`config.mk`:
```
export PLATFORM = sky130hd
export DESIGN_NAME = input_event_motion_aggregator
export DESIGN_NICKNAME = d
export VERILOG_FILES = /design/src/hw/rtl/iema_pkg.sv /design/src/hw/rtl/iema_front.sv /design/src/hw/rtl/iema_queue.sv /design/src/hw/rtl/iema_back.sv /design/src/hw/rtl/input_event_motion_aggregator.sv
export SDC_FILE = /design/constraint.sdc
export NUM_CORES = 1
export LEC_CHECK = 0
export BUFFER_PORTS_ARGS = -buffer_cell sky130_fd_sc_hd__buf_2
export CAP_MARGIN = 20
export CORE_ASPECT_RATIO = 1.75
export CORE_MARGIN = 2
export CORE_UTILIZATION = 53
export CTS_CLUSTER_SIZE = 14
export DETAILED_ROUTE_END_ITERATION = 6
export GPL_ROUTABILITY_DRIVEN = 0
export GPL_TIMING_DRIVEN = 0
export PLACE_DENSITY = 0.77
export SKIP_LAST_GASP = 1
export SLEW_MARGIN = 20
export SYNTH_ARGS = -nofsm -noshare
export SYNTH_HDL_FRONTEND = slang
export SYNTH_HIERARCHICAL = 1
export SYNTH_SLANG_ARGS = --single-unit
```
`constraint.sdc`:
```
create_clock -name clk -period 8.1 [get_ports clk]
set_clock_uncertainty 0.05 [all_clocks]
set_input_delay 2.025 -clock clk [delete_from_list [all_inputs] [get_ports clk]]
set_output_delay 2.025 -clock clk [all_outputs]
set_load 0.01 [all_outputs]
```
`src/hw/rtl/iema_pkg.sv`:
```
package iema_pkg;

  localparam int VALUE_WIDTH = 32;
  localparam int TYPE_W      = 5;
  localparam int CODE_W      = 10;
  localparam int CFG_IDX_W   = 2;

  localparam logic [TYPE_W-1:0] EVT_SYN = TYPE_W'(0);
  localparam logic [TYPE_W-1:0] EVT_KEY = TYPE_W'(1);
  localparam logic [TYPE_W-1:0] EVT_REL = TYPE_W'(2);
  localparam logic [TYPE_W-1:0] EVT_ABS = TYPE_W'(3);

  localparam logic [CODE_W-1:0] SYNC_FLUSH = CODE_W'(0);
  localparam logic [CODE_W-1:0] AXIS_X     = CODE_W'(0);
  localparam logic [CODE_W-1:0] AXIS_Y     = CODE_W'(1);
  localparam logic [CODE_W-1:0] MISC_BASE  = CODE_W'(256);
  localparam logic [CODE_W-1:0] BTN_FIRST  = CODE_W'(272);
  localparam logic [CODE_W-1:0] BTN_LAST   = CODE_W'(279);

  localparam logic [CFG_IDX_W-1:0] CFG_KEYS_EN = CFG_IDX_W'(0);
  localparam logic [CFG_IDX_W-1:0] CFG_REL_EN  = CFG_IDX_W'(1);
  localparam logic [CFG_IDX_W-1:0] CFG_ABS_EN  = CFG_IDX_W'(2);

  localparam int QUEUE_DEPTH = 4;
  localparam int QUEUE_AW    = $clog2(QUEUE_DEPTH);
  localparam int QUEUE_CW    = $clog2(QUEUE_DEPTH + 1);

  typedef logic signed [VALUE_WIDTH-1:0] value_t;
  typedef logic signed [VALUE_WIDTH:0]   wide_t;

  typedef enum logic [1:0] {
    KIND_KEY    = 2'd0,
    KIND_BUTTON = 2'd1,
    KIND_MOTION = 2'd2
  } kind_t;

  // One queued item: first result in full, optional second motion result
  typedef struct packed {
    kind_t               kind;
    logic [CODE_W-1:0]   code;
    logic                pressed;
    value_t              dx;
    value_t              dy;
    logic                two;
    value_t              dx1;
    value_t              dy1;
  } rec_t;

  function automatic value_t sat_wide(input wide_t s);
    value_t r;
    if (s[VALUE_WIDTH] != s[VALUE_WIDTH-1]) begin
      r = s[VALUE_WIDTH] ? {1'b1, {(VALUE_WIDTH-1){1'b0}}}
                         : {1'b0, {(VALUE_WIDTH-1){1'b1}}};
    end else begin
      r = s[VALUE_WIDTH-1:0];
    end
    return r;
  endfunction

endpackage

```
`src/hw/rtl/iema_front.sv`:
```
module iema_front
  import iema_pkg::*;
(
  input  logic                 clk,
  input  logic                 rst_n,
  input  logic                 cfg_we,
  input  logic [CFG_IDX_W-1:0] cfg_index,
  input  logic                 cfg_wdata,
  input  logic                 in_valid,
  output logic                 in_stall,
  input  logic [TYPE_W-1:0]    in_event_type,
  input  logic [CODE_W-1:0]    in_event_code,
  input  value_t               in_event_value,
  input  logic                 q_full,
  output logic                 push,
  output rec_t                 push_rec
);

  logic   keys_en_r, rel_en_r, abs_en_r;
  value_t sum_x_r, sum_y_r, now_x_r, now_y_r, prev_x_r, prev_y_r;
  logic   pend_r, prev_valid_r;

  value_t sum_x_nxt, sum_y_nxt, now_x_nxt, now_y_nxt, prev_x_nxt, prev_y_nxt;
  logic   pend_nxt, prev_valid_nxt;

  logic   accept, is01, key_hit, btn_hit, sync, rel_emit, abs_flush, abs_emit;
  value_t add_x, add_y, adx, ady;

  assign in_stall = q_full;
  assign accept   = in_valid && !q_full;

  assign is01    = (in_event_value == '0) || (in_event_value == value_t'(1));
  assign key_hit = (in_event_type == EVT_KEY) && keys_en_r &&
                   (in_event_code < MISC_BASE) && is01;
  assign btn_hit = (in_event_type == EVT_KEY) && !key_hit && (rel_en_r || abs_en_r) &&
                   (in_event_code >= BTN_FIRST) && (in_event_code <= BTN_LAST) && is01;

  assign add_x = sat_wide(wide_t'(sum_x_r) + wide_t'(in_event_value));
  assign add_y = sat_wide(wide_t'(sum_y_r) + wide_t'(in_event_value));
  assign adx   = sat_wide(wide_t'(now_x_r) - wide_t'(prev_x_r));
  assign ady   = sat_wide(wide_t'(now_y_r) - wide_t'(prev_y_r));

  assign sync      = (in_event_type == EVT_SYN) && (in_event_code == SYNC_FLUSH);
  assign rel_emit  = sync && rel_en_r && ((sum_x_r != '0) || (sum_y_r != '0));
  assign abs_flush = sync && abs_en_r && pend_r;
  // absolute delta only once a previous position exists, and only if nonzero
  assign abs_emit  = abs_flush && prev_valid_r && ((adx != '0) || (ady != '0));

  assign push = accept && (key_hit || btn_hit || rel_emit || abs_emit);

  always_comb begin
    push_rec         = '0;
    push_rec.kind    = KIND_MOTION;
    if (key_hit || btn_hit) begin
      push_rec.kind    = key_hit ? KIND_KEY : KIND_BUTTON;
      push_rec.code    = in_event_code;
      push_rec.pressed = in_event_value[0];
    end else if (rel_emit) begin
      push_rec.dx  = sum_x_r;
      push_rec.dy  = sum_y_r;
      push_rec.two = abs_emit;
      push_rec.dx1 = adx;
      push_rec.dy1 = ady;
    end else begin
      push_rec.dx = adx;
      push_rec.dy = ady;
    end
  end

  always_comb begin
    sum_x_nxt      = sum_x_r;
    sum_y_nxt      = sum_y_r;
    now_x_nxt      = now_x_r;
    now_y_nxt      = now_y_r;
    prev_x_nxt     = prev_x_r;
    prev_y_nxt     = prev_y_r;
    pend_nxt       = pend_r;
    prev_valid_nxt = prev_valid_r;
    if (accept) begin
      if ((in_event_type == EVT_REL) && rel_en_r) begin
        if (in_event_code == AXIS_X) sum_x_nxt = add_x;
        if (in_event_code == AXIS_Y) sum_y_nxt = add_y;
      end
      if ((in_event_type == EVT_ABS) && abs_en_r) begin
        if (in_event_code == AXIS_X) begin
          now_x_nxt = in_event_value;
          pend_nxt  = 1'b1;
        end
        if (in_event_code == AXIS_Y) begin
          now_y_nxt = in_event_value;
          pend_nxt  = 1'b1;
        end
      end
      if (rel_emit) begin
        sum_x_nxt = '0;
        sum_y_nxt = '0;
      end
      if (abs_flush) begin
        prev_x_nxt     = now_x_r;
        prev_y_nxt     = now_y_r;
        prev_valid_nxt = 1'b1;
        pend_nxt       = 1'b0;
      end
    end
  end

  always_ff @(posedge clk) begin
    if (!rst_n) begin
      keys_en_r    <= 1'b0;
      rel_en_r     <= 1'b0;
      abs_en_r     <= 1'b0;
      sum_x_r      <= '0;
      sum_y_r      <= '0;
      now_x_r      <= '0;
      now_y_r      <= '0;
      prev_x_r     <= '0;
      prev_y_r     <= '0;
      pend_r       <= 1'b0;
      prev_valid_r <= 1'b0;
    end else begin
      if (cfg_we) begin
        if (cfg_index == CFG_KEYS_EN) keys_en_r <= cfg_wdata;
        if (cfg_index == CFG_REL_EN)  rel_en_r  <= cfg_wdata;
        if (cfg_index == CFG_ABS_EN)  abs_en_r  <= cfg_wdata;
      end
      sum_x_r      <= sum_x_nxt;
      sum_y_r      <= sum_y_nxt;
      now_x_r      <= now_x_nxt;
      now_y_r      <= now_y_nxt;
      prev_x_r     <= prev_x_nxt;
      prev_y_r     <= prev_y_nxt;
      pend_r       <= pend_nxt;
      prev_valid_r <= prev_valid_nxt;
    end
  end

endmodule

```
`src/hw/rtl/iema_queue.sv`:
```
module iema_queue
  import iema_pkg::*;
(
  input  logic clk,
  input  logic rst_n,
  input  logic push,
  input  rec_t push_rec,
  input  logic pop,
  output logic full,
  output logic empty,
  output rec_t head
);

  rec_t                mem_r [QUEUE_DEPTH];
  logic [QUEUE_AW-1:0] wr_ptr_r, rd_ptr_r;
  logic [QUEUE_CW-1:0] count_r;
  logic [QUEUE_AW-1:0] wr_ptr_nxt, rd_ptr_nxt;
  logic [QUEUE_CW-1:0] count_nxt;

  assign full  = (count_r == QUEUE_CW'(QUEUE_DEPTH));
  assign empty = (count_r == '0);
  assign head  = mem_r[rd_ptr_r];

  always_comb begin
    wr_ptr_nxt = push ? QUEUE_AW'((QUEUE_AW+1)'(wr_ptr_r) + 1'b1) : wr_ptr_r;
    rd_ptr_nxt = pop  ? QUEUE_AW'((QUEUE_AW+1)'(rd_ptr_r) + 1'b1) : rd_ptr_r;
    count_nxt  = count_r;
    if (push && !pop) count_nxt = count_r + 1'b1;
    if (pop && !push) count_nxt = count_r - 1'b1;
  end

  always_ff @(posedge clk) begin
    if (!rst_n) begin
      wr_ptr_r <= '0;
      rd_ptr_r <= '0;
      count_r  <= '0;
    end else begin
      wr_ptr_r <= wr_ptr_nxt;
      rd_ptr_r <= rd_ptr_nxt;
      count_r  <= count_nxt;
    end
  end

  always_ff @(posedge clk) begin
    if (push) mem_r[wr_ptr_r] <= push_rec;
  end

endmodule

```
`src/hw/rtl/iema_back.sv`:
```
module iema_back
  import iema_pkg::*;
(
  input  logic              clk,
  input  logic              rst_n,
  input  logic              q_empty,
  input  rec_t              head,
  output logic              pop,
  output logic              out_valid,
  input  logic              out_stall,
  output logic [1:0]        out_result_kind,
  output logic [CODE_W-1:0] out_key_code,
  output logic              out_pressed,
  output value_t            out_delta_x,
  output value_t            out_delta_y,
  output logic              out_last_of_run
);

  logic              valid_r, sel_r;
  kind_t             kind_r;
  logic [CODE_W-1:0] code_r;
  logic              pressed_r, last_r;
  value_t            dx_r, dy_r;

  logic              load, take, sel_nxt;

  assign load = !valid_r || !out_stall;
  assign take = load && !q_empty;
  // a two-result item stays at the head until its second result goes out
  assign pop  = take && (!head.two || sel_r);

  always_comb begin
    sel_nxt = sel_r;
    if (take) sel_nxt = pop ? 1'b0 : 1'b1;
  end

  always_ff @(posedge clk) begin
    if (!rst_n) begin
      valid_r <= 1'b0;
      sel_r   <= 1'b0;
    end else begin
      sel_r <= sel_nxt;
      if (load) valid_r <= !q_empty;
    end
  end

  always_ff @(posedge clk) begin
    if (take) begin
      kind_r    <= head.kind;
      code_r    <= sel_r ? '0 : head.code;
      pressed_r <= sel_r ? 1'b0 : head.pressed;
      dx_r      <= sel_r ? head.dx1 : head.dx;
      dy_r      <= sel_r ? head.dy1 : head.dy;
      last_r    <= pop;
    end
  end

  assign out_valid       = valid_r;
  assign out_result_kind = kind_r;
  assign out_key_code    = code_r;
  assign out_pressed     = pressed_r;
  assign out_delta_x     = dx_r;
  assign out_delta_y     = dy_r;
  assign out_last_of_run = last_r;

endmodule

```
`src/hw/rtl/input_event_motion_aggregator.sv`:
```
// Input event motion aggregator for one device.
// Input channel: in_valid/in_stall with event type, code and signed value; an
// item is taken at a clock edge with in_valid high and in_stall low. Keys,
// pointer buttons and flushed motion come out on out_valid/out_stall, one
// result per cycle while out_stall is low, out_last_of_run marking the last
// result of an item. Configuration: cfg_we with cfg_index (0 keys,
// 1 relative, 2 absolute) and cfg_wdata, written while the block is idle.
// Throughput: one item per cycle while the queue is not full. The front end
// classifies the item and updates the sums and positions in the cycle it is
// taken; results enter a four-entry queue and the output register drains it.
// A report that flushes both relative and absolute motion gives two results
// from one queue entry, kept at the head until its second result goes out.
// in_stall rises only when the queue is full, i.e. when the receiver has held
// out_stall long enough to back it up; nothing is lost or repeated.
// Reset (rst_n low, synchronous) clears the enables, sums, latched positions,
// the queue and the output valid flag.
module input_event_motion_aggregator
  import iema_pkg::*;
(
  input  logic                 clk,
  input  logic                 rst_n,
  input  logic                 cfg_we,
  input  logic [CFG_IDX_W-1:0] cfg_index,
  input  logic                 cfg_wdata,
  input  logic                 in_valid,
  output logic                 in_stall,
  input  logic [TYPE_W-1:0]    in_event_type,
  input  logic [CODE_W-1:0]    in_event_code,
  input  value_t               in_event_value,
  output logic                 out_valid,
  input  logic                 out_stall,
  output logic [1:0]           out_result_kind,
  output logic [CODE_W-1:0]    out_key_code,
  output logic                 out_pressed,
  output value_t               out_delta_x,
  output value_t               out_delta_y,
  output logic                 out_last_of_run
);

  logic q_full, q_empty, push, pop;
  rec_t push_rec, head;

  iema_front u_front (
    .clk            (clk),
    .rst_n          (rst_n),
    .cfg_we         (cfg_we),
    .cfg_index      (cfg_index),
    .cfg_wdata      (cfg_wdata),
    .in_valid       (in_valid),
    .in_stall       (in_stall),
    .in_event_type  (in_event_type),
    .in_event_code  (in_event_code),
    .in_event_value (in_event_value),
    .q_full         (q_full),
    .push           (push),
    .push_rec       (push_rec)
  );

  iema_queue u_queue (
    .clk      (clk),
    .rst_n    (rst_n),
    .push     (push),
    .push_rec (push_rec),
    .pop      (pop),
    .full     (q_full),
    .empty    (q_empty),
    .head     (head)
  );

  iema_back u_back (
    .clk             (clk),
    .rst_n           (rst_n),
    .q_empty         (q_empty),
    .head            (head),
    .pop             (pop),
    .out_valid       (out_valid),
    .out_stall       (out_stall),
    .out_result_kind (out_result_kind),
    .out_key_code    (out_key_code),
    .out_pressed     (out_pressed),
    .out_delta_x     (out_delta_x),
    .out_delta_y     (out_delta_y),
    .out_last_of_run (out_last_of_run)
  );

endmodule

```
==> results of run 1 <==
==> routing by layer <==
layer | GRT usage (%) | part of all wire, % | routed length, um
met3 | 4.437 | 6.9 | 7603
met4 | 15.14 | 5.7 | 6276
met1 | 32.45 | 36 | 39540
met5 | 0 | 0 | 0
met2 | 49.79 | 51 | 56660
==> synth_stat cells, types with 14 or more instances <==
cell type and count:
mux4_2 142, nor2_1 182, ha_1 135, mux2_2 60, o21ai_1 61, nand2b_1 21
o21ai_0 126, a22o_1 27, nand3_1 20, nor3_1 29, edfxtp_1 646, clkbuf_1 91
nor2b_1 32, xor2_1 53, and2_1 40, a21boi_0 136, a31oi_1 22, nor4_1 34
o21a_1 24, dfxtp_1 208, buf_2 43, and3_1 14, inv_1 111, a21oi_1 142
nand2_1 463, a211oi_1 14, nand4_1 30, xnor2_1 56, o21bai_1 17, a21o_1 76
==> per-stage QoR <==
step | setup WS (ps) | total power, mW
2_1_floorplan | 271.4 | 4.829
4_1_cts | 125.1 | 8.231
3_5_place_dp | 198.3 | 4.911
6_report | 462.9 | 8.176
5_1_grt | 71.13 | 8.384
3_3_place_gp | -2260 | 4.909
==> flip-flops by register name, summed over array words and instances (netlist names), 2 cells and up, named ones only <==
register,flops
u_back/out_key_code,10
u_front/prev_x_r,32
u_front/now_y_r,32
u_queue/rd_ptr_r,2
u_front/sum_y_r,32
u_queue/count_r,3
u_front/now_x_r,32
u_queue/wr_ptr_r,2
u_front/sum_x_r,32
u_back/out_delta_y,32
u_back/out_result_kind,2
u_back/out_delta_x,32
u_front/prev_y_r,32
u_queue/mem_r,568
==> worst max-delay path by stage <==
stage | startpoint | end | slack, ps | cells after the start
after floorplan | out_stall | u_queue/count_r[2] | 270 | 8
after global placement | out_stall | u_queue/count_r[2] | -2260 | 9
after detailed placement | u_front/prev_y_r[12] | u_queue/count_r[2] | 200 | 30
after CTS | u_front/prev_y_r[9] | u_queue/count_r[2] | 130 | 30
after global routing | u_front/prev_y_r[12] | u_queue/count_r[2] | 70 | 30
final | u_front/prev_y_r[12] | u_queue/count_r[2] | 460 | 30
==> area by class of cell <==
class | instances | area, sq um
Buffer | 160 | 763.2
Clock buffer | 109 | 2043
Clock inverter | 19 | 205.2
Fill cell | 5856 | 30820
Inverter | 111 | 416.7
Multi-Input combinational cell | 2135 | 16110
Sequential cell | 854 | 23560
Tap cell | 1020 | 1276
Timing Repair Buffer | 150 | 1089
==> worst register-to-register path, delay by kind of cell (launching register included) <==
| kind | cells | cell delay, ps |
|---|---|---|
| AO/OA/AOI/OAI | 15 | 3950 |
| XOR/XNOR | 2 | 330 |
| adder cells (fa/ha/maj) | 4 | 1100 |
| buffers and inverters | 5 | 760 |
| flip-flops | 1 | 330 |
| AND/OR/NAND/NOR | 4 | 1070 |
==> logic make-up (layout without fill, tap and decap cells) <==
group                      Yosys count  in the layout
DFF                                854            854
buffers and inverters              271            549
adders and majority gates          143            143
other                                1              1
xor gates and xnor gates           110            110
muxes                              218            218
AOI/OAI and AO/OA                  743            743
and+or+nand+nor                    920            920
==> power by group through the flow <==
| stage | registers [mW] | logic [mW] | clock network (mW) |
|---|---|---|---|
| floorplan | 4.74 | 0.0913 | 0 |
| global placement | 4.74 | 0.170 | 0 |
| detailed placement | 4.74 | 0.173 | 0 |
| CTS | 4.64 | 0.173 | 3.42 |
| global route | 4.64 | 0.186 | 3.56 |
| finish | 4.64 | 0.173 | 3.36 |
==> summary.txt, run 1 <==
Die
  – Core footprint: around 0.076 sq mm
  – Starting Density: between 50% and 60%
  – # rows: 134
  – Die Area: 0.07931 sq mm
  – Die width: between 200 and 250 um
  – Top-Level Pins: around 140
  – Die height: ~370 um

STA
  – Setup TNS: 0 ps
  – Final Hold Vio Count: 0
  – RSZ-0062 raised after global routing: no
  – Fmax: roughly 130 MHz
  – Final Setup Violations: 0
  – Worst relative slew slack: between 10% and 20%
  – Slew Limit Fails: 0
  – Actual slew at the worst max-slew pin: between 1000 and 1500 ps
  – Crit share post-route: approximately 94%
  – Final hold slack: ~400 ps
  – Final min period: 7637 ps

Finish
  – Antenna fix cells: 0
  – Cell area after layout: about 0.045 sq mm
  – Synthesis-to-layout area growth: 11.43%
  – Nets: between 3000 and 4000
  – Commonest cells after routing, fill and taps aside: edfxtp_1, nand2_1, dfxtp_1
  – Fin cells: 4558
  – Finished Core Util: between 50% and 60%
  – Share of layout cells above drive strength 1: around 16%
  – Most common cell after layout, fill and taps aside: edfxtp_1

Place
  – PortBufs: 134
  – Placed insts: approximately 4400
  – Placed instance area: around 0.043 sq mm
  – HPWL after detailed placement: 80250 um

Global route
  – Overall Global Routing Usage: roughly 28%
  – Largest net degree at the start of global routing: 49
  – Congestion Overflow GR: 0
  – Wire length of the first global-routing pass: between 150000 and 200000 um
  – Number of global-route vias before repair: around 27000
  – Initial antenna violation count: 2

Logic synthesis
  – Syn nets: 3455
  – Post-synth EDFFs: about 650
  – Post-synthesis xor/xnor area fraction: 2.380%
  – Post-Syn Area: between 0.04 and 0.05 sq mm
  – Top FF cell, synth: edfxtp_1
  – Sequential-to-total area share from yosys stat: 57.75%
  – Yosys Warn Count: 6
  – Mapped Cells: ~3300
  – Library cells used by synthesis: between 100 and 150
  – Largest family of logic cells by synthesized area: compound AO/OA/AOI/OAI gates
  – Synth Area in Compound Gates: between 10% and 20%
  – Mux cell area share after synthesis: 9.963%
  – Synthesized flop and latch total: around 850
  – Synth Area in Adders: 4.459%
  – Post-Synth Simple-Gate Area: between 10% and 20%
  – Ys async rst share: 0%
  – Post-synth top area share: 47.54%
  – Post-synth top area cell: edfxtp_1
  – Syn avg cell area: 12.52 sq um
  – Ranking of synthesized cells by area: edfxtp_1, dfxtp_1, mux4_2, nand2_1, ha_1

Setup path
  – Crit Path Max Fanout: 10
  – Top Family by Delay on Critical Path: compound AO/OA/AOI/OAI gates
  – Setup slack, reg-to-reg: 460 ps
  – Critical Path Start Type: flip-flop
  – Reg2reg path depth: 30
  – Category of the most critical setup path: flip-flop to flip-flop
  – Worst path slowest cell: o41ai_2
  – R2R Path Start: u_front/prev_y_r[12]
  – Worst reg2reg path endpoint: u_queue/count_r[2]
  – Crit path capture type: flip-flop
  – Required @ worst endpoint: between 8000 and 9000 ps
  – CP peak stage delay: 570 ps
  – WP data arrival: 8170 ps
  – CP bufs+invs: 5

Pwr
  – Peak VDD IR: slightly above 0.2 mV
  – Leakage power: about 16 nW
  – NetSw: between 1.5 and 2 mW
  – Pwr dens: between 150 and 200 mW/mm^2
  – Internal: roughly 6.5 mW
  – Clk pwr share: 41.1%
  – Switching share of total power: 20.52%
  – Gate power share: under 10%
  – Part of the power in registers: a little under three fifths

Worst hold path
  – Min-delay worst type: flip-flop to flip-flop
  – Hold_sp: u_front/prev_x_r[8]
  – Hold endpoint: u_front/prev_x_r[8]
  – Hold Crit Depth: 2

Clock network
  – Skew-Pair Late Insertion Delay: around 660 ps
  – # H-tree levels: 3
  – Hold buffer count at CTS: 0
  – Cts bufs inserted: 74
  – Clk buf depth: 3
  – Post-CTS Setup Repair Bufs: 0
  – CTS tree: done
  – Reg clk slew, reported paths: around 60 ps
  – Post-CTS sizing: 0
  – Root Buffer: clkbuf_16
  – CTS Sinks: roughly 850

Run status
  – Status: finished, final reports clean

Route
  – Routed Wire Length: ~110000 um
  – Number of remaining DRC errors: 0
  – DRT Pass-1 Iters: 6
  – Routed vias/inst: between 6 and 7
  – Via count: between 20000 and 30000
  – First DRT Iteration DRCs: between 2000 and 3000
  – DRT antenna net count: 0
  – Wire per inst: 24.15 um

Job
  – MaxCap Viol Count: 0
No activity file was read; power rests on OpenSTA's default activity.
==> run 2, diff against run 1 <==
--- a/config.mk
+++ b/config.mk
@@ -5,16 +5,16 @@
 export SDC_FILE = /design/constraint.sdc
 export NUM_CORES = 1
 export LEC_CHECK = 0
-export BUFFER_PORTS_ARGS = -buffer_cell sky130_fd_sc_hd__buf_2
 export CAP_MARGIN = 20
 export CORE_ASPECT_RATIO = 1.75
 export CORE_MARGIN = 2
 export CORE_UTILIZATION = 53
 export CTS_CLUSTER_SIZE = 14
 export DETAILED_ROUTE_END_ITERATION = 6
+export DONT_BUFFER_PORTS = 1
 export GPL_ROUTABILITY_DRIVEN = 0
 export GPL_TIMING_DRIVEN = 0
-export PLACE_DENSITY = 0.77
+export PLACE_DENSITY = 0.76
 export SKIP_LAST_GASP = 1
 export SLEW_MARGIN = 20
 export SYNTH_ARGS = -nofsm -noshare
==> run 2 against run 1 <==
Against the previous run:
- first-iteration DRC count is 7.9% higher
- maximum frequency decreased by 1.9%
- critical path type unchanged
- wire length grew 1.4%
==> summary.txt, run 2 (synthesis results as in run 1) <==
STA
  – Slew Limit Fails: 0
  – Worst relative slew slack: a little over an eighth
  – Final Hold Vio Count: 0
  – Final min period: a little under 8000 ps
  – Actual slew at the worst max-slew pin: between 1000 and 1500 ps
  – Setup WS post-layout: between 300 and 400 ps
  – Fmax: around 130 MHz
  – Final Setup Violations: 0
  – RSZ-0062 raised after global routing: no
  – Crit share post-route: between 90% and 100%

Setup path
  – Worst path slowest cell: o41ai_4
  – Critical Path Start Type: flip-flop
  – Required @ worst endpoint: roughly 8600 ps
  – WP data arrival: between 8000 and 9000 ps
  – Setup slack, reg-to-reg: approximately 320 ps
  – Category of the most critical setup path: flip-flop to flip-flop
  – Crit path capture type: flip-flop
  – Crit Path Max Fanout: 10
  – CP peak stage delay: just over 500 ps

Route
  – DRT antenna net count: 0
  – Routed Wire Length: roughly 110000 um
  – DRT Pass-1 Iters: 6
  – Number of remaining DRC errors: 0
  – First DRT Iteration DRCs: 2710
  – Via count: 27230
  – Wire per inst: around 25 um
  – Routed vias/inst: slightly above 6

Pwr
  – Part of the power in registers: 56.6%
  – Internal: 6.559 mW
  – NetSw: 1.649 mW
  – Gate power share: between 1 and 1.5%
  – Pwr dens: ~180 mW/mm^2
  – Clk pwr share: a little over two fifths
  – Peak VDD IR: 0.1352 mV
  – Leakage power: ~16 nW
  – Switching share of total power: between 20% and 30%

Clock network
  – CTS Sinks: approximately 850
  – Root Buffer: clkbuf_16
  – Cts bufs inserted: 76
  – Reg clk slew, reported paths: ~60 ps
  – Skew-Pair Late Insertion Delay: between 600 and 700 ps
  – # H-tree levels: 3
  – Hold buffer count at CTS: 0
  – Clk buf depth: 3
  – CTS tree: done

Die
  – Starting Density: about 53%
  – Die height: between 300 and 400 um
  – Core footprint: 0.07629 sq mm
  – Die width: around 210 um
  – Top-Level Pins: ~140
  – # rows: ~130
  – Die Area: just under 0.08 sq mm

Finish
  – Cell area after layout: ~0.045 sq mm
  – Share of layout cells above drive strength 1: 12.83%
  – Max reg flops: 568
  – Commonest cells after routing, fill and taps aside: edfxtp_1, nand2_1, dfxtp_1
  – Synthesis-to-layout area growth: 9.911%
  – Most common cell after layout, fill and taps aside: edfxtp_1
  – Biggest register: u_queue/mem_r
  – Nets: 3549

Run status
  – Status: finished, final reports clean

Global route
  – Initial antenna violation count: 2
  – Largest net degree at the start of global routing: 49
  – Overall Global Routing Usage: between 20 and 30%
  – Congestion Overflow GR: 0
  – Wire length of the first global-routing pass: 166200 um
  – Number of global-route vias before repair: 27150

Place
  – Placed instance area: 0.04251 sq mm
  – DP Worst Slack: -2.268 ps
  – HPWL after detailed placement: 80420 um
  – PortBufs: 0

Worst hold path
  – Min-delay worst type: flip-flop to flip-flop

Job
  – MaxCap Viol Count: 0
==> run 2: per-stage QoR <==
step / power (mW) / instances / utilization [%] / setup TNS, ps / hold WS [ps]
6_report: 8.208 / 4428 / 58.79 / 0 / 412.7
5_1_grt: 8.418 / 4426 / 58.78 / 0 / 427.1
4_1_cts: 8.256 / 4426 / 58.74 / 0 / 415.4
3_5_place_dp: 4.856 / 4296 / 55.73 / -2.268 / 406.6
3_3_place_gp: 4.855 / 4280 / 55.17 / -597200 / 399.5
2_1_floorplan: 4.829 / 3260 / - / 0 / 392.1
==> run 2: worst max-delay path, delay by kind of cell, from the launching register on <==
kind / cells / cell delay [ps]
buf+inv: 5 / 790
compound gates: 15 / 3920
fa+ha+maj: 4 / 1150
flops: 1 / 340
xor+xnor: 2 / 400
simple gates: 4 / 1040
==> run 2: final timing paths <==
check / start / endpoint / depth (start not counted)
max: u_front/prev_y_r[12] / u_queue/count_r[2] / 30
min: u_front/prev_x_r[24] / u_front/prev_x_r[24] / 2
max reg2reg: u_front/prev_y_r[12] / u_queue/count_r[2] / 30
min reg2reg: u_front/prev_x_r[24] / u_front/prev_x_r[24] / 2
==> run 2: repair_timing <==
item | CTS | global route
hold endpoints to repair | 0 | 0
setup buffers | 0 | 0
gates cloned | 0 | 0
resized for setup | 1 | 4
setup endpoints to repair | 1 | 257
==> run 2: final cells by class <==
type / count / area [sq um]
antenna: 2 / 5.005
buffer: 160 / 763.2
multi-input combinational: 2135 / 16120
clock inverter: 25 / 210.2
tap: 1020 / 1276
inverter: 111 / 416.7
fill: 5933 / 31440
timing repair buffer: 16 / 410.4
clock buffer: 105 / 2085
sequential: 854 / 23560
==> run 2: power groups by stage <==
stage | Sequential (mW) | Combinational [mW] | Clock, mW
finish | 4.64 | 0.119 | 3.45
global route | 4.64 | 0.132 | 3.65
floorplan | 4.74 | 0.0913 | 0
detailed placement | 4.74 | 0.118 | 0
global placement | 4.74 | 0.116 | 0
CTS | 4.64 | 0.118 | 3.50
==> run 2: per-layer routing <==
metal | GRT usage (%) | part of all wire, % | vias up
met5 | 0 | 0.024 | -
met4 | 14.09 | 5.5 | 4
met3 | 5.834 | 8.5 | 329
met2 | 50.43 | 51 | 1320
met1 | 32.95 | 35 | 13200
li1 | - | - | 12380
